<file path="src/sv/trm_pkg.sv">
`default_nettype none

package trm_pkg;

   localparam int GLYPH_COUNT_DEFAULT = 128;
   localparam int ROW_BITS_DEFAULT    = 4;

   localparam int CHARS_PER_WORD = 4;
   localparam int CHAR_W         = 8;
   localparam int WORD_W         = CHARS_PER_WORD * CHAR_W;
   localparam int FONT_ADDR_W    = 11;
   localparam int ROW_IN_W       = 4;
   localparam int POS_W          = 9;

   localparam int QUEUE_DEPTH = 4;
   localparam int QPTR_W      = $clog2(QUEUE_DEPTH);
   localparam int QCNT_W      = $clog2(QUEUE_DEPTH + 1);

   localparam int CSR_INDEX_W = 3;
   localparam int CSR_DATA_W  = 9;

   localparam logic KIND_FONT = 1'b0;
   localparam logic KIND_WORD = 1'b1;

   localparam logic [CSR_INDEX_W-1:0] CSR_FIRST_CHAR     = 3'd0;
   localparam logic [CSR_INDEX_W-1:0] CSR_WORDS_PER_LINE = 3'd1;
   localparam logic [CSR_INDEX_W-1:0] CSR_GFX_START_WORD = 3'd2;
   localparam logic [CSR_INDEX_W-1:0] CSR_GFX_LEN_WORDS  = 3'd3;

   localparam logic [7:0]       FIRST_CHAR_RESET     = 8'd32;
   localparam logic [POS_W-1:0] WORDS_PER_LINE_RESET = 9'd20;

   typedef struct packed {
      logic                      valid;
      logic [CHARS_PER_WORD-1:0] blank;
      logic [WORD_W-1:0]         gfx_bits;
      logic                      overlay;
      logic                      eol;
   } stage_type;

   typedef struct packed {
      logic [WORD_W-1:0] pixel_word;
      logic              overlay_applied;
      logic              end_of_line;
   } result_type;

endpackage

`default_nettype wire

</file>
<file path="src/sv/trm_back.sv">
`default_nettype none

module trm_back (
   input  wire logic                                        clock,
   input  wire logic                                        reset,
   input  wire trm_pkg::stage_type                          stage,
   input  wire logic [trm_pkg::CHARS_PER_WORD-1:0][trm_pkg::CHAR_W-1:0] glyph_data,
   output logic                                             room,
   output logic                                             empty,
   input  wire logic                                        pop,
   output logic [trm_pkg::WORD_W-1:0]                       rsp_pixel_word,
   output logic                                             rsp_overlay_applied,
   output logic                                             rsp_end_of_line
);

   trm_pkg::result_type               queue_ff [trm_pkg::QUEUE_DEPTH];
   logic [trm_pkg::QPTR_W-1:0]        wr_ptr_ff, rd_ptr_ff;
   logic [trm_pkg::QCNT_W-1:0]        count_ff, count_in;
   trm_pkg::result_type               result;
   logic                              do_pop;
   logic [trm_pkg::QCNT_W:0]          pending;

   always_comb begin
      for (int i = 0; i < trm_pkg::CHARS_PER_WORD; i++) begin
         result.pixel_word[i*trm_pkg::CHAR_W +: trm_pkg::CHAR_W] =
            stage.blank[i] ? '0 : glyph_data[i];
      end
      result.pixel_word      = result.pixel_word | stage.gfx_bits;
      result.overlay_applied = stage.overlay;
      result.end_of_line     = stage.eol;
   end

   assign empty  = (count_ff == '0);
   assign do_pop = pop && !empty;

   // one slot held back for the word in the read stage
   assign pending = {1'b0, count_ff} + {{trm_pkg::QCNT_W{1'b0}}, stage.valid};
   assign room    = pending < (trm_pkg::QCNT_W + 1)'(trm_pkg::QUEUE_DEPTH);

   always_comb begin
      count_in = count_ff;
      if (stage.valid && !do_pop) begin
         count_in = count_ff + 1'b1;
      end else if (!stage.valid && do_pop) begin
         count_in = count_ff - 1'b1;
      end
   end

   always_ff @(posedge clock) begin
      if (reset) begin
         wr_ptr_ff <= '0;
         rd_ptr_ff <= '0;
         count_ff  <= '0;
      end else begin
         if (stage.valid) begin
            wr_ptr_ff <= wr_ptr_ff + 1'b1;
         end
         if (do_pop) begin
            rd_ptr_ff <= rd_ptr_ff + 1'b1;
         end
         count_ff <= count_in;
      end
      if (stage.valid) begin
         queue_ff[wr_ptr_ff] <= result;
      end
   end

   assign rsp_pixel_word      = queue_ff[rd_ptr_ff].pixel_word;
   assign rsp_overlay_applied = queue_ff[rd_ptr_ff].overlay_applied;
   assign rsp_end_of_line     = queue_ff[rd_ptr_ff].end_of_line;

endmodule

`default_nettype wire

</file>
<file path="config.mk">
export PLATFORM = sky130hd
export DESIGN_NAME = trm_back
export DESIGN_NICKNAME = d
export VERILOG_FILES = /design/src/sv/trm_pkg.sv /design/src/sv/trm_back.sv
export SDC_FILE = /design/constraint.sdc
export NUM_CORES = 1
export LEC_CHECK = 0
export BUFFER_PORTS_ARGS = -buffer_cell sky130_fd_sc_hd__buf_2
export CORE_ASPECT_RATIO = 0.6
export CORE_MARGIN = 2
export CORE_UTILIZATION = 48
export CTS_CLUSTER_SIZE = 8
export DETAILED_ROUTE_END_ITERATION = 7
export GPL_ROUTABILITY_DRIVEN = 0
export PLACE_DENSITY_LB_ADDON = 0.25
export SYNTH_ARGS = -nofsm -noshare
export SYNTH_HDL_FRONTEND = slang
export SYNTH_SLANG_ARGS = --single-unit
</file>
<file path="constraint.sdc">
create_clock -name clock -period 1.93 [get_ports clock]
set_input_delay 0.193 -clock clock [delete_from_list [all_inputs] [get_ports clock]]
set_output_delay 0.193 -clock clock [all_outputs]
set_load 0.02 [all_outputs]
</file>
==> flow_summary.json, run 1 <==
{
  "cts_tree": "built",
  "clk_latency_ns": 0.41,
  "postSynthCellCount": 258,
  "drive_gt1_share_pct": 46.9,
  "num_rows": 30,
  "path_cells": "o31ai_4 > ha_2 > inv_1 > fa_2 > xor2_1 > or3_1 > a21oi_1",
  "cap_viol_max_count": 0,
  "synthToLayoutAreaGrowth_pct": 24.5,
  "timing_hold_violations_final": 0,
  "antenna_found_initial": 0,
  "yosysWarnings": 0,
  "fin_setup_tns_ns": -0.0123,
  "peakVddDrop_v": 0.000705,
  "netlist_area_um2": 5650,
  "grt_start_max_net_pins": 35,
  "route.detailed.wl_per_inst_um": 18.7,
  "ys_seq_area_share_pct": 75.4,
  "cellPowerDensity_nw_per_um2": 1280,
  "syn_avg_cell_area_um2": 21.9,
  "clock_sinks": 145,
  "leakage_nw": 2.59,
  "cts.path.max_buffers": 2,
  "synth_nets": 338,
  "setup_slack_ns": -0.0123,
  "synth_top_area_cell": "edfxtp_1",
  "post-route-period-util_pct": 101,
  "status": "finished with violations",
  "synth_top_area_share_pct": 72.3,
  "die-area_um2": 12700,
  "core_area_um2": 11400,
  "p_clk_share_pct": 34.1,
  "num_vias": 2891,
  "period_minus_slack_ns": 1.94,
  "grt_pass1_vias": 2931,
  "grt_use_total_pct": 17.9,
  "skew_ns": 0.0120,
  "grt_pass1_wl_um": 16000,
  "drtPass1Iterations": 4,
  "fin_nets": 469,
  "violations": "negative setup slack",
  "ys_top_cells_by_area": "edfxtp_1 72%, mux4_2 12%, a21o_1 4.3%",
  "ant_nets": 0,
  "die_w_um": 144,
  "end_kind": "flop",
  "switching_share_pct": 27.0,
  "critical-path-max-stage-delay_ns": 0.37,
  "power_frac_comb_pct": 24.2,
  "crit_arrival_ns": 2.27,
  "crit_type": "flop to flop",
  "io_buffers": 109,
  "nFillCells": 825,
  "postRouteWirelength_um": 10500,
  "first_iter_violations": 198,
  "seq_area_um2": 4270,
  "relSlewSlack_pct": 37.8,
  "clk_pin_slew_ns": 0.06,
  "drc": 0,
  "slowest_stage": "or3_1",
  "dpl.cell_count": 527,
  "start_util_pct": 49.7,
  "path_max_fanout": 4,
  "routed_via_density": 5.15,
  "num_antenna_cells": 0,
  "synth_seq_cells": 145,
  "switchingPower_mw": 2.42,
  "h-tree-depth": 4,
  "cts-root-buf": "clkbuf_16",
  "finalNonFillerCells": 561,
  "worstHoldPathType": "input port to flop",
  "fin_area_um2": 7040,
  "power_mw": 8.98,
  "post-dp-hpwl_um": 6290,
  "worst_slew_pin_slew_ns": 0.933,
  "multi_input_area_um2": 1290,
  "setup-violations-final": 1,
  "overflow": 0,
  "p_seq_share_pct": 41.7,
  "synth_cell_types": 24,
  "fmax_ghz": 0.515,
  "p_int_mw": 6.55,
  "cts_buffers": 17,
  "dpl_cell_area_um2": 6420,
  "fp.dieH_um": 88.1,
  "start_kind": "flop",
  "ioPinCount": 110,
  "required_ns": 2.26,
  "rsz0062_at_grt": "true",
  "final_max_slew_viol_count": 0
}
==> cell type report <==
cell class	instances	share of cell area (%)
Sequential cell	145	60.7
Multi-Input combinational cell	97	18.3
Timing Repair Buffer	121	9.89
Clock buffer	20	6.21
Tap cell	160	2.84
Clock inverter	11	1.65
Inverter	7	0.373
==> per-layer routing <==
| metal | vias to the layer above | track usage [%] | share of wire [%] |
|---|---|---|---|
| met5 | - | 0 | 0 |
| met4 | 0 | 6.68 | 0.91 |
| met3 | 10 | 5.58 | 6.0 |
| met2 | 102 | 27.0 | 46 |
| met1 | 1447 | 25.0 | 47 |
| li1 | 1332 | - | - |
==> synthesized netlist by cell type <==
library cell	count
edfxtp_1	136
a21o_1	32
mux4_2	30
dfxtp_1	9
inv_1	7
nor2_1	7
ha_1	5
and2_1	4
mux4_1	4
xor2_1	4
buf_12	3
buf_2	3
clkbuf_1	2
mux2i_1	2
a21oi_1	1
a31oi_1	1
buf_6	1
fa_1	1
nor3_1	1
o21ai_0	1
o311ai_0	1
o31ai_2	1
or3_1	1
xnor2_1	1
==> registers in the layout, summed over array words and instances, names as in the netlist, named ones only <==
name / count
rd_ptr_ff: 2
queue_ff: 136
count_ff: 3
wr_ptr_ff: 2
==> what timing repair did <==
action                                  4_1_cts  5_1_grt
buffers inserted                              1        1
gates resized for setup                       4       10
endpoints found under the setup margin       15       62
hold buffers                                  1        0
gates cloned                                  0        0
pin swaps                                     2        5
endpoints found under the hold margin         4        0
==> path summary, 6_finish.rpt <==
| path | startpoint | end | cells past startpoint | slack (ns) |
|---|---|---|---|---|
| setup / recovery | count_ff[2] | count_ff[2] | 7 | -0.01 |
| hold / removal | stage[0] | queue_ff[3][0] | 1 | 0.02 |
| setup reg to reg | count_ff[2] | count_ff[2] | 7 | -0.01 |
| hold reg to reg | rd_ptr_ff[1] | flop | 2 | 0.54 |
==> critical path, delay by kind of cell (launching register included) <==
family / cells / cell delay [ns]
fa+ha+maj: 2 / 0.57
simple gates: 1 / 0.37
flops: 1 / 0.36
compound gates: 2 / 0.36
xor+xnor: 1 / 0.16
buf+inv: 1 / 0.06
==> layout by cell type, fill, tap and decap left out, types with 3 or more instances in the layout <==
master,synthesis,routed
mux4_1,4,4
buf_12,3,3
nor2_1,7,7
buf_2,3,107
clkbuf_16,0,17
dfxtp_1,9,5
clkinv_2,0,4
xor2_1,4,4
mux4_2,30,30
a21o_1,32,32
and2_2,0,3
edfxtp_1,136,136
inv_1,7,7
clkbuf_1,2,3
buf_4,0,7
ha_1,5,4
==> power groups by stage <==
stage	logic, mW	clock network (mW)	registers, mW
floorplan	1.58	0	3.78
global placement	2.10	0	3.78
detailed placement	2.13	0	3.79
CTS	2.17	3.10	3.73
global route	2.33	3.24	3.76
finish	2.17	3.06	3.75
==> cells by family (layout without fill, tap and decap cells) <==
logic type	Yosys count	in the layout	synth area share, %
AOI/OAI and AO/OA	37	37	4.91
xor gates and xnor gates	5	5	0.775
adders and majority gates	6	6	1.46
buffers and inverters	16	159	2.13
DFF	145	145	75.4
muxes	36	36	14.2
and+or+nand+nor	13	13	1.11
==> stage by stage <==
stage          hold slack [ns]  setup slack, ns  util [%]
3_5_place_dp             0.421          -0.0334      56.4
4_1_cts                 0.0129          -0.0294      61.5
3_3_place_gp             0.410           0.0680      56.4
2_1_floorplan            0.292         0.000125         -
5_1_grt                 0.0119          -0.0937      61.9
6_report                0.0218          -0.0123      61.9
Power figures use the tool's default switching activity.
==> inputs of run 2 (changes only) <==
- SKIP_LAST_GASP: not set -> 1
==> run 2 against run 1 <==
Effect of this change: the flow still finishes with violations (negative setup slack); power decreased by 0.22%; maximum frequency decreased by 0.54%; flip-flop and latch count unchanged; wire length increased by 0.32%; sequential share of layout area increased by 0.094 points; utilization decreased by 0.13 points; largest cell class unchanged; highest routed layer unchanged.
==> flow_summary.json, run 2 (synthesized netlist as in run 1, its figures left out) <==
{
  "synthToLayoutAreaGrowth_pct": 24.2,
  "largest_reg_flops": 136,
  "status": "finished with violations",
  "postRouteWirelength_um": 10500,
  "setup-violations-final": 3,
  "clk_latency_ns": 0.41,
  "routed_via_density": 5.14,
  "fin_nets": 469,
  "overflow": 0,
  "setup_slack_ns": -0.0229,
  "antenna_found_initial": 0,
  "worstHoldPathType": "input port to flop",
  "relSlewSlack_pct": 37.9,
  "start_util_pct": 49.7,
  "clock_sinks": 145,
  "end_kind": "flop",
  "required_ns": 2.26,
  "leakage_nw": 2.59,
  "grt_start_max_net_pins": 35,
  "multi_input_area_um2": 1290,
  "dpl.cell_count": 527,
  "post-dp-hpwl_um": 6290,
  "die-area_um2": 12700,
  "gr-usage-met1_pct": 25.0,
  "peakVddDrop_v": 0.000706,
  "num_antenna_cells": 0,
  "post-route-util_pct": 61.7,
  "first_iter_violations": 196,
  "mostFrequentLayoutCell": "edfxtp_1",
  "grtUsageMet2_pct": 27.0,
  "crit_type": "flop to flop",
  "reg2reg_from": "count_ff[2]",
  "die_w_um": 144,
  "worst_slew_pin_slew_ns": 0.931,
  "fmax_ghz": 0.512,
  "violations": "negative setup slack",
  "num_vias": 2885,
  "layout_common_cells": "136 x edfxtp_1, 109 x buf_2, 32 x a21o_1",
  "fp.dieH_um": 88.1,
  "io_buffers": 109,
  "endpoint": "count_ff[2]",
  "num_rows": 30,
  "r2r_end": "count_ff[2]",
  "cap_viol_max_count": 0,
  "post-route-period-util_pct": 101,
  "regMostFlops": "queue_ff",
  "path_cells": "o31ai_4 > ha_2 > inv_1 > fa_2 > xor2_1 > or3_1 > a21oi_1",
  "cts_buffers": 17,
  "finalNonFillerCells": 561,
  "ant_nets": 0,
  "slowest_stage": "or3_1",
  "route.detailed.wl_per_inst_um": 18.7,
  "final_max_slew_viol_count": 0,
  "cts-root-buf": "clkbuf_16",
  "start_kind": "flop",
  "ioPinCount": 110,
  "crit_arrival_ns": 2.28,
  "drtPass1Iterations": 6,
  "critical-path-max-stage-delay_ns": 0.37,
  "drive_gt1_share_pct": 46.9,
  "timing_hold_violations_final": 0,
  "cts_tree": "built",
  "grt_use_total_pct": 17.9,
  "largest_registers": "queue_ff (136), count_ff (3)",
  "seq_area_um2": 4270,
  "drc": 0,
  "rsz0062_at_grt": "true",
  "ff2ff_path_depth": 7,
  "grt_pass1_wl_um": 16000,
  "grt_use_met3_pct": 5.58,
  "grt_pass1_vias": 2931,
  "cp-startpoint": "count_ff[2]",
  "path_max_fanout": 4,
  "power_mw": 8.96,
  "h-tree-depth": 4,
  "clk_pin_slew_ns": 0.06,
  "skew_ns": 0.0121,
  "cellPowerDensity_nw_per_um2": 1280,
  "core_area_um2": 11400,
  "reg2reg_slack_ns": -0.02,
  "period_minus_slack_ns": 1.95,
  "nFillCells": 825,
  "grt_busiest_layer": "met2",
  "cts.path.max_buffers": 2
}
[run 2: cell counts in the layout (fill, tap and decap cells not counted)]
No cell type changed its count.
[run 2: area by class of cell]
type	count	area share (%)
Clock buffer	20	6.22
Clock inverter	11	1.66
Inverter	7	0.374
Multi-Input combinational cell	97	18.3
Sequential cell	145	60.8
Tap cell	160	2.85
Timing Repair Buffer	121	9.73
[run 2: worst min-delay path by stage]
stage              from        endpoint  slack, ns  cells after the start
3_5_place_dp   stage[1]  queue_ff[3][1]       0.42                      1
4_1_cts        stage[0]  queue_ff[2][0]       0.01                      1
6_report       stage[0]  queue_ff[2][0]       0.02                      1
3_3_place_gp   stage[1]  queue_ff[3][1]       0.41                      1
5_1_grt        stage[0]  queue_ff[3][0]       0.01                      1
2_1_floorplan  stage[0]  queue_ff[0][0]       0.29                      0
[run 2: worst max-delay path: cells and delay by family, from the launching register on]
family	cells	cell delay [ns]
simple gates	1	0.37
fa+ha+maj	2	0.57
buf+inv	1	0.06
xor+xnor	1	0.16
compound gates	2	0.36
flops	1	0.36
[run 2: repair_timing]
item | in CTS | in global routing
pin swaps | 2 | 5
cloned | 0 | 0
buffers inserted | 1 | 1
setup endpoints to repair | 15 | 62
hold buffers | 1 | 0
gates resized for setup | 4 | 5
endpoints found under the hold margin | 4 | 0
[run 2: metal layers]
layer / part of all wire, % / up-vias / routed length, um
met3: 6.3 / 12 / 661
met2: 46 / 109 / 4810
met4: 1.0 / 0 / 110
met1: 47 / 1431 / 4920
li1: - / 1333 / -
met5: 0 / - / 0
[run 2: through the flow]
step / instance area, um^2 / TNS [ns] / hold WS, ns / worst slack, ns
floorplan: 5650 / 0 / 0.292 / 0.000125
global placement: 6420 / 0 / 0.410 / 0.0680
detailed placement: 6420 / -0.0334 / 0.421 / -0.0334
CTS: 7000 / -0.105 / 0.0129 / -0.0294
global route: 7020 / -1.23 / 0.0119 / -0.102
finish: 7020 / -0.0341 / 0.0223 / -0.0229
[run 2: power by group]
group	internal, mW	total, mW	leakage [nW]	switching [mW]
Sequential	3.66	3.74	1.31	0.0828
Clock	1.88	3.06	0.267	1.18
Combinational	0.988	2.15	1.02	1.16
