## config.mk

```make
export PLATFORM = sky130hd
export DESIGN_NAME = trm_front
export DESIGN_NICKNAME = d
export VERILOG_FILES = /design/src/sv/trm_pkg.sv /design/src/sv/trm_front.sv
export SDC_FILE = /design/constraint.sdc
export NUM_CORES = 1
export LEC_CHECK = 0
export CAP_MARGIN = 20
export CORE_ASPECT_RATIO = 0.8
export CORE_MARGIN = 2
export CORE_UTILIZATION = 40
export DETAILED_ROUTE_END_ITERATION = 12
export DONT_BUFFER_PORTS = 1
export PLACE_DENSITY = 0.61
export SLEW_MARGIN = 0
export SYNTH_ARGS = -nofsm -noshare
export SYNTH_HDL_FRONTEND = slang
export SYNTH_SLANG_ARGS = --single-unit
```

## constraint.sdc

```tcl
create_clock -name clock -period 10.3 [get_ports clock]
set_clock_uncertainty 0.15 [all_clocks]
set_input_delay 0.515 -clock clock [delete_from_list [all_inputs] [get_ports clock]]
set_output_delay 0.515 -clock clock [all_outputs]
set_load 0.05 [all_outputs]
```

## src/sv/trm_pkg.sv

```systemverilog
`default_nettype none

package trm_pkg;

   localparam int GLYPH_COUNT_DEFAULT = 128;
   localparam int ROW_BITS_DEFAULT    = 4;

   localparam int CHARS_PER_WORD = 4;
   localparam int CHAR_W         = 8;
   localparam int WORD_W         = CHARS_PER_WORD * CHAR_W;
   localparam int FONT_ADDR_W    = 11;
   localparam int ROW_IN_W       = 4;
   localparam int POS_W          = 9;

   localparam int QUEUE_DEPTH = 4;
   localparam int QPTR_W      = $clog2(QUEUE_DEPTH);
   localparam int QCNT_W      = $clog2(QUEUE_DEPTH + 1);

   localparam int CSR_INDEX_W = 3;
   localparam int CSR_DATA_W  = 9;

   localparam logic KIND_FONT = 1'b0;
   localparam logic KIND_WORD = 1'b1;

   localparam logic [CSR_INDEX_W-1:0] CSR_FIRST_CHAR     = 3'd0;
   localparam logic [CSR_INDEX_W-1:0] CSR_WORDS_PER_LINE = 3'd1;
   localparam logic [CSR_INDEX_W-1:0] CSR_GFX_START_WORD = 3'd2;
   localparam logic [CSR_INDEX_W-1:0] CSR_GFX_LEN_WORDS  = 3'd3;

   localparam logic [7:0]       FIRST_CHAR_RESET     = 8'd32;
   localparam logic [POS_W-1:0] WORDS_PER_LINE_RESET = 9'd20;

   typedef struct packed {
      logic                      valid;
      logic [CHARS_PER_WORD-1:0] blank;
      logic [WORD_W-1:0]         gfx_bits;
      logic                      overlay;
      logic                      eol;
   } stage_type;

   typedef struct packed {
      logic [WORD_W-1:0] pixel_word;
      logic              overlay_applied;
      logic              end_of_line;
   } result_type;

endpackage

`default_nettype wire

```

## src/sv/trm_front.sv

```systemverilog
`default_nettype none

module trm_front #(
   parameter int GLYPH_COUNT = trm_pkg::GLYPH_COUNT_DEFAULT,
   parameter int ROW_BITS    = trm_pkg::ROW_BITS_DEFAULT,
   parameter int FONT_AW     = trm_pkg::FONT_ADDR_W
) (
   input  wire logic                                 clock,
   input  wire logic                                 reset,
   input  wire logic                                 push,
   output logic                                      full,
   input  wire logic                                 req_kind,
   input  wire logic [trm_pkg::FONT_ADDR_W-1:0]      req_font_addr,
   input  wire logic [trm_pkg::CHAR_W-1:0]           req_font_byte,
   input  wire logic [trm_pkg::CHAR_W-1:0]           req_char0,
   input  wire logic [trm_pkg::CHAR_W-1:0]           req_char1,
   input  wire logic [trm_pkg::CHAR_W-1:0]           req_char2,
   input  wire logic [trm_pkg::CHAR_W-1:0]           req_char3,
   input  wire logic [trm_pkg::ROW_IN_W-1:0]         req_glyph_row,
   input  wire logic                                 req_gfx_line,
   input  wire logic [trm_pkg::WORD_W-1:0]           req_gfx_word,
   input  wire logic                                 valid,
   output logic                                      ready,
   input  wire logic [trm_pkg::CSR_INDEX_W-1:0]      csr_index,
   input  wire logic [trm_pkg::CSR_DATA_W-1:0]       csr_data,
   input  wire logic                                 room,
   output logic                                      font_wr_en,
   output logic [FONT_AW-1:0]                        font_wr_addr,
   output logic [trm_pkg::CHAR_W-1:0]                font_wr_data,
   output logic                                      font_rd_en,
   output logic [trm_pkg::CHARS_PER_WORD-1:0][FONT_AW-1:0] font_rd_addr,
   output trm_pkg::stage_type                        stage
);

   localparam int GLYPH_AW   = (GLYPH_COUNT > 1) ? $clog2(GLYPH_COUNT) : 1;
   localparam int FONT_DEPTH = GLYPH_COUNT << ROW_BITS;
   localparam int DEPTH_W    = 14;

   logic [7:0]                    first_char_ff;
   logic [trm_pkg::POS_W-1:0]     wpl_ff;
   logic [7:0]                    gfx_start_ff;
   logic [trm_pkg::POS_W-1:0]     gfx_len_ff;
   logic [trm_pkg::POS_W-1:0]     pos_ff, pos_in;
   logic [trm_pkg::POS_W-1:0]     remain_ff, remain_in;
   trm_pkg::stage_type            stage_ff, stage_in;

   logic                          accept, word_item;
   logic [trm_pkg::POS_W-1:0]     remain_cur, wpl_eff;
   logic                          overlay, eol;
   logic [ROW_BITS-1:0]           row_sel;
   logic [trm_pkg::CHAR_W-1:0]    code [trm_pkg::CHARS_PER_WORD];
   logic [trm_pkg::CHAR_W-1:0]    idx  [trm_pkg::CHARS_PER_WORD];
   logic [trm_pkg::CHARS_PER_WORD-1:0] blank;

   assign full      = !room;
   assign ready     = 1'b1;
   assign accept    = push && !full;
   assign word_item = accept && (req_kind == trm_pkg::KIND_WORD);

   assign code[0] = req_char0;
   assign code[1] = req_char1;
   assign code[2] = req_char2;
   assign code[3] = req_char3;
   assign row_sel = ROW_BITS'(req_glyph_row);

   always_comb begin
      for (int i = 0; i < trm_pkg::CHARS_PER_WORD; i++) begin
         idx[i]          = code[i] - first_char_ff;
         blank[i]        = !({1'b0, idx[i]} < 9'(GLYPH_COUNT));
         font_rd_addr[i] = {idx[i][GLYPH_AW-1:0], row_sel};
      end
   end

   assign font_rd_en   = word_item;
   assign font_wr_en   = accept && (req_kind == trm_pkg::KIND_FONT) &&
                         ({3'b000, req_font_addr} < DEPTH_W'(FONT_DEPTH));
   assign font_wr_addr = FONT_AW'(req_font_addr);
   assign font_wr_data = req_font_byte;

   always_comb begin
      remain_cur = remain_ff;
      if (pos_ff == '0) begin
         remain_cur = req_gfx_line ? gfx_len_ff : '0;
      end
      overlay   = (pos_ff >= {1'b0, gfx_start_ff}) && (remain_cur != '0);
      remain_in = overlay ? remain_cur - 9'd1 : remain_cur;
      wpl_eff   = (wpl_ff == '0) ? 9'd1 : wpl_ff;
      eol       = pos_ff >= (wpl_eff - 9'd1);
      pos_in    = eol ? '0 : pos_ff + 9'd1;

      stage_in.valid    = word_item;
      stage_in.blank    = blank;
      stage_in.gfx_bits = overlay ? req_gfx_word : '0;
      stage_in.overlay  = overlay;
      stage_in.eol      = eol;
   end

   always_ff @(posedge clock) begin
      if (reset) begin
         first_char_ff <= trm_pkg::FIRST_CHAR_RESET;
         wpl_ff        <= trm_pkg::WORDS_PER_LINE_RESET;
         gfx_start_ff  <= '0;
         gfx_len_ff    <= '0;
      end else if (valid) begin
         unique case (csr_index)
            trm_pkg::CSR_FIRST_CHAR:     first_char_ff <= csr_data[7:0];
            trm_pkg::CSR_WORDS_PER_LINE: wpl_ff        <= csr_data;
            trm_pkg::CSR_GFX_START_WORD: gfx_start_ff  <= csr_data[7:0];
            trm_pkg::CSR_GFX_LEN_WORDS:  gfx_len_ff    <= csr_data;
            default: ;
         endcase
      end
   end

   always_ff @(posedge clock) begin
      if (reset) begin
         pos_ff         <= '0;
         remain_ff      <= '0;
         stage_ff.valid <= 1'b0;
      end else begin
         if (word_item) begin
            pos_ff    <= pos_in;
            remain_ff <= remain_in;
         end
         stage_ff.valid <= stage_in.valid;
      end
      stage_ff.blank    <= stage_in.blank;
      stage_ff.gfx_bits <= stage_in.gfx_bits;
      stage_ff.overlay  <= stage_in.overlay;
      stage_ff.eol      <= stage_in.eol;
   end

   assign stage = stage_ff;

endmodule

`default_nettype wire

```

==> results by group, run 1 <==
Yosys
  – Xor/xnor share of the synthesized area: 6.817%
  – Post-synthesis simple-gate area fraction: 21.21%
  – Syn Nets: 799
  – Synth Area in Compound Gates: 13.68%
  – Ys Warns: 0
  – Asr flop ratio synth: 0%
  – Largest cells by area after synthesis: dfxtp_1 (34%), ha_1 (11%), nand2_1 (5.6%), buf_4 (5.1%), a21oi_1 (5.0%)
  – Register area share after synthesis: 33.76%
  – Area share of the largest cell type after synthesis: 33.76%
  – Adder-cell share of the synthesized area: 12.84%
  – Number of synthesized register bits: 91
  – Largest area contributor in the netlist: dfxtp_1
  – Post-synth EDFFs: 0
  – Syn Area/Cell: 8.432 um^2
  – Largest family of logic cells by synthesized area: simple AND/OR/NAND/NOR gates
  – Yosys cell types: 59
  – Multiplexer share of the synthesized area: 1.855%
  – Top FF cell, synth: dfxtp_1
  – Post-synthesis instance area: 5396 um^2
  – Post-Synthesis Cells: 640

Clocking
  – Root Driver: clkbuf_16
  – Postcts setup bufs: 0
  – CTS HTree Levels: 3
  – Clk slew on worst S/H paths: 0.06 ns
  – Num CTS Buffers: 9
  – Clock buffer depth: 2
  – CTS tree: done
  – # resized after CTS: 0
  – Post-CTS Hold Fix Bufs: 0
  – Sink Count: 91
  – Clk_lat worst skew: 0.35 ns

Cells and area
  – Fin cells: 778
  – Layout overhead on the synthesized area: 3.431%
  – Cell area after layout: 5582 um^2
  – Fin util: 42.91%
  – Fraction of layout instances using a drive strength above 1: 4.975%
  – Most frequent cells in the layout: dfxtp_1 (91), nand2_1 (80), a21oi_1 (54), ha_1 (49), inv_1 (45)
  – Most common cell after layout, fill and taps aside: dfxtp_1
  – Ant diodes: 0
  – Layout Nets: 757

Critical path
  – Arr. time, crit path: 3.96 ns
  – Critical path type: register to register
  – Startpoint Class: register
  – Critical Path Sink Type: register
  – Data required, critical path: 10.39 ns
  – Crit-path max FO: 36

Global route
  – Largest net degree at the start of global routing: 41
  – Vias in the first global route: 3,844
  – GRT Total Usage: 18.12%
  – Initial antenna violation count: 0
  – First-pass GRT wire length: 20,600 um
  – GRT overflow: 0

Floorplanning
  – Initial core utilization: 41.48%
  – Die W: 133.9 um
  – Number of placed I/O pins: 212
  – DIE AREA: 14,440 um^2
  – Die height: 107.9 um
  – Core area: 13,010 um^2
  – Site row count: 37

Detailed routing
  – Final wirelength: 13,200 um
  – Drt first-iter violations: 302
  – Antenna-violating nets left: 0
  – Routed WL per cell: 16.96 um
  – Via count: 4,106
  – DRC: 0
  – Router iterations before antenna repair: 4
  – Drt via density: 5.278

Placed design
  – Area after DPL: 5265 um^2
  – Worst slack, placed: 6.030 ns
  – Hpwl dp: 10,500 um
  – Placed Cells: 760
  – Port-buffer cells: 0
  – Gpl congestion: 0.9011

Timing
  – Setup Viol. Count Final: 0
  – Final Hold Viols: 0
  – Max Slew Vio Count: 0
  – RSZ-0062 raised after global routing: no
  – Least-Margin Pin Slew: 1.167 ns
  – Max Clk Rate: 258.3 MHz
  – Setup TNS Final: 0 ns
  – Tmin final: 3.871 ns
  – Hold WS: 0.09315 ns
  – Period utilization: 37.58%
  – Final setup margin: 6.429 ns
  – Headroom to the max-slew limit: 21.67%

Power
  – Pleak: 2.305 nW
  – Overall power: 0.9157 mW
  – Power per Cell Area: 164.1 nW/um^2
  – IR drop worst, VDD: 0.00009201 V

Outcome
  – Status: complete, no violations

Job
  – # Max-Cap Violations: 0

Hold path
  – Hold Path Class: input pin to register
==> power breakdown <==
part | internal, mW | switching (mW) | total (mW)
logic | 0.0478 | 0.112 | 0.160
clock network | 0.180 | 0.143 | 0.323
registers | 0.371 | 0.0618 | 0.433
total | 0.599 | 0.317 | 0.916
==> per-layer routing <==
metal | GRT usage (%) | vias up | routed length, um
met5 | 0 | - | 0
li1 | - | 2041 | -
met3 | 5.085 | 16 | 916
met1 | 25.77 | 1949 | 6176
met2 | 27.07 | 100 | 5946
met4 | 4.255 | 0 | 156
==> synth_stat cells, types with 6 or more instances <==
cell      instances
nand3_1          11
and2_1           35
and3_1            6
nor3_1           11
inv_1            45
xor2_1           16
ha_1             49
nor2b_1          13
dfxtp_1          91
a21oi_1          54
mux2i_1          10
o21ai_0          20
nor2_1           35
clkbuf_1         13
nand2_1          80
buf_4            37
xnor2_1          26
a21o_1            6
nand2b_1          6
==> cell type report <==
type                       count  area [um^2]
fill                        1272         7427
multi-input combinational    448         3048
sequential                    91         1822
clock buffer                  11        252.7
tap                          175        219.0
inverter                      45        168.9
clock inverter                 5        43.79
timing repair buffer           3        27.53
==> cell families (layout without fill, tap and decap cells) <==
kind of cell	count (synthesis)	count (layout)
compound gates	118	118
xor+xnor	42	42
fa+ha+maj	53	53
buf+inv	101	64
flops	91	91
mux	10	10
other cells	1	1
simple gates	224	224
==> sequential cells by signal, summed over array words and instances (netlist names) <==
| register | flops |
|---|---|
| first_char_ff | 8 |
| gfx_len_ff | 9 |
| gfx_start_ff | 8 |
| pos_ff | 9 |
| remain_ff | 9 |
| stage | 39 |
| wpl_ff | 9 |
==> final timing paths <==
check | endpoint | from | cells past startpoint | slack (ns)
worst max-delay path | remain_ff[1]$_SDFFE_PP0P_ | pos_ff[0]$_SDFFE_PP0P_ | 13 | 6.43
worst min-delay path | remain_ff[2]$_SDFFE_PP0P_ | reset | 1 | 0.09
worst max register to register | remain_ff[1]$_SDFFE_PP0P_ | pos_ff[0]$_SDFFE_PP0P_ | 13 | 6.43
worst min register to register | first_char_ff[4]$_SDFFE_PP0P_ | first_char_ff[4]$_SDFFE_PP0P_ | 2 | 0.30
==> critical path, stage by stage, from the launching register on <==
cell       delay, ns
dfxtp_1         0.43
inv_1           0.11
ha_1            0.23
nor4b_4         0.16
and2_1          0.35
and3_1          0.29
a21oi_1         0.19
ha_1            0.23
or3b_2          0.53
a2111oi_4       0.36
a31o_4          0.19
nor2_2          0.06
buf_8           0.21
o311ai_1        0.25
No activity file was read; power rests on OpenSTA's default activity.
==> run 2, diff against run 1 <==
- clock period: 10.3 -> 3.7 ns (I/O delays scaled with it)
==> results by group, run 2 (synthesis results as in run 1) <==
Detailed routing
  – Final wirelength: 12,920 um
  – DRC: 0
  – Antenna-violating nets left: 0
  – Via count: 4,296
  – Router iterations before antenna repair: 5
  – Routed WL per cell: 15.22 um
  – Drt via density: 5.060
  – Drt first-iter violations: 335

Clocking
  – Clk slew on worst S/H paths: 0.06 ns
  – CTS HTree Levels: 3
  – Sink Count: 91
  – Clock buffer depth: 2
  – Clk_lat worst skew: 0.34 ns
  – Root Driver: clkbuf_16
  – Num CTS Buffers: 9
  – CTS tree: done

Cells and area
  – Ant diodes: 0
  – Most frequent cells in the layout: dfxtp_1 (91), nand2_1 (80), a21oi_1 (53), ha_1 (49), dlygate4sd3_1 (47)
  – Fin util: 48.43%
  – Fin cells: 849
  – # fillers: 1,197
  – Max reg flops: 39
  – Layout Nets: 829
  – Fraction of layout instances using a drive strength above 1: 8.160%
  – Layout overhead on the synthesized area: 16.74%
  – Most common cell after layout, fill and taps aside: dfxtp_1
  – Register area: 1822 um^2
  – Cell area after layout: 6300 um^2
  – Multi-input logic area: 3057 um^2

Critical path
  – Data required, critical path: 3.81 ns
  – Critical Path Sink Type: register
  – Critical-path top delay cell: or3b_2
  – Critical path type: register to register
  – Cell mode on critical path: ha_1
  – Arr. time, crit path: 3.62 ns
  – CP max stage delay: 0.53 ns
  – Crit-path cells: inv_1 > ha_1 > nor4b_4 > and2_1 > and3_1 > a21oi_1 > ha_1 > or3b_2 > a2111oi_4 > a31o_4 > nor2_4 > a22o_1 > a31oi_1
  – Crit-path max FO: 37
  – Startpoint Class: register
  – Worst R2R Setup Slack: 0.19 ns

Timing
  – Headroom to the max-slew limit: 27.25%
  – Final Hold Viols: 0
  – Setup TNS Final: 0 ns
  – Period utilization: 94.77%
  – Max Clk Rate: 285.2 MHz
  – Tmin final: 3.507 ns
  – Setup Viol. Count Final: 0
  – Least-Margin Pin Slew: 1.084 ns
  – Max Slew Vio Count: 0
  – RSZ-0062 raised after global routing: no

Floorplanning
  – DIE AREA: 14,440 um^2
  – Initial core utilization: 41.48%
  – Die height: 107.9 um
  – Site row count: 37
  – Number of placed I/O pins: 212
  – Die W: 133.9 um
  – Core area: 13,010 um^2

Placed design
  – Placed Cells: 785
  – Port-buffer cells: 0
  – Area after DPL: 5453 um^2
  – Hpwl dp: 9793 um
  – Gpl congestion: 0.9319

Global route
  – First-pass GRT wire length: 20,470 um
  – Vias in the first global route: 4,119
  – Largest net degree at the start of global routing: 41
  – Initial antenna violation count: 0
  – GRT Total Usage: 17.63%
  – GRT overflow: 0

Power
  – IR drop worst, VDD: 0.0002392 V
  – Overall power: 2.781 mW
  – Pleak: 2.641 nW
  – Power per Cell Area: 441.4 nW/um^2

Job
  – # Max-Cap Violations: 0

Hold path
  – Hold Path Class: input pin to register

Outcome
  – Status: complete, no violations
run 2: cell types whose count changed in the layout (fill, tap and decap cells not counted), moves of 2 or more:
| cell | before | now |
|---|---|---|
| dlygate4sd3_1 | 0 | 47 |
| buf_4 | 1 | 27 |
| bufinv_16 | 0 | 3 |
| inv_6 | 3 | 0 |
| clkbuf_8 | 2 | 0 |
run 2: final timing paths:
check	from	end	cells after the start
min	csr_index[0]	first_char_ff[3]$_SDFFE_PP0P_	3
max reg2reg	pos_ff[0]$_SDFFE_PP0P_	remain_ff[3]$_SDFFE_PP0P_	13
min reg2reg	first_char_ff[3]$_SDFFE_PP0P_	first_char_ff[3]$_SDFFE_PP0P_	2
max	pos_ff[0]$_SDFFE_PP0P_	remain_ff[3]$_SDFFE_PP0P_	13
run 2: per-layer routing:
| layer | GRT usage (%) | vias up | wire length [um] |
|---|---|---|---|
| met4 | 3.799 | 0 | 98 |
| met2 | 30.15 | 106 | 6461 |
| li1 | - | 2176 | - |
| met3 | 3.766 | 10 | 650 |
| met1 | 22.89 | 2004 | 5710 |
| met5 | 0 | - | 0 |
run 2: repair_timing:
item | 4_1_cts | 5_1_grt
buffers inserted | 0 | 1
hold buffers | 48 | 0
resized for setup | 1 | 1
setup endpoints to repair | 1 | 10
endpoints found under the hold margin | 81 | 0
run 2: layout make-up:
type                    instances  area share [%]
clock buffers                   9           3.575
clock inverters                 6           1.827
inverters                      45           2.681
multi-input cells             448           48.52
flip-flops and latches         91           28.92
well taps                     175           3.476
repair buffers                 75           11.00
run 2: critical path: cells and delay by family, from the launching register on:
family          cells  cell delay, ns
compound gates      5            1.16
fa+ha+maj           2            0.44
buf+inv             1            0.11
flops               1            0.40
simple gates        5            1.17
run 2: stage by stage:
step	setup slack, ns	hold WS, ns
after detailed placement	-0.05115	0.1142
after global placement	0.1371	0.1125
final	0.1933	0.02314
after global routing	0.007351	0.03792
after CTS	0.1389	0.01257
after floorplan	0.4104	0.1567
run 2: power by group:
group          internal [mW]  total, mW  switching (mW)
Sequential              1.03       1.21           0.173
Combinational          0.204      0.543           0.339
Clock                  0.658       1.03           0.373
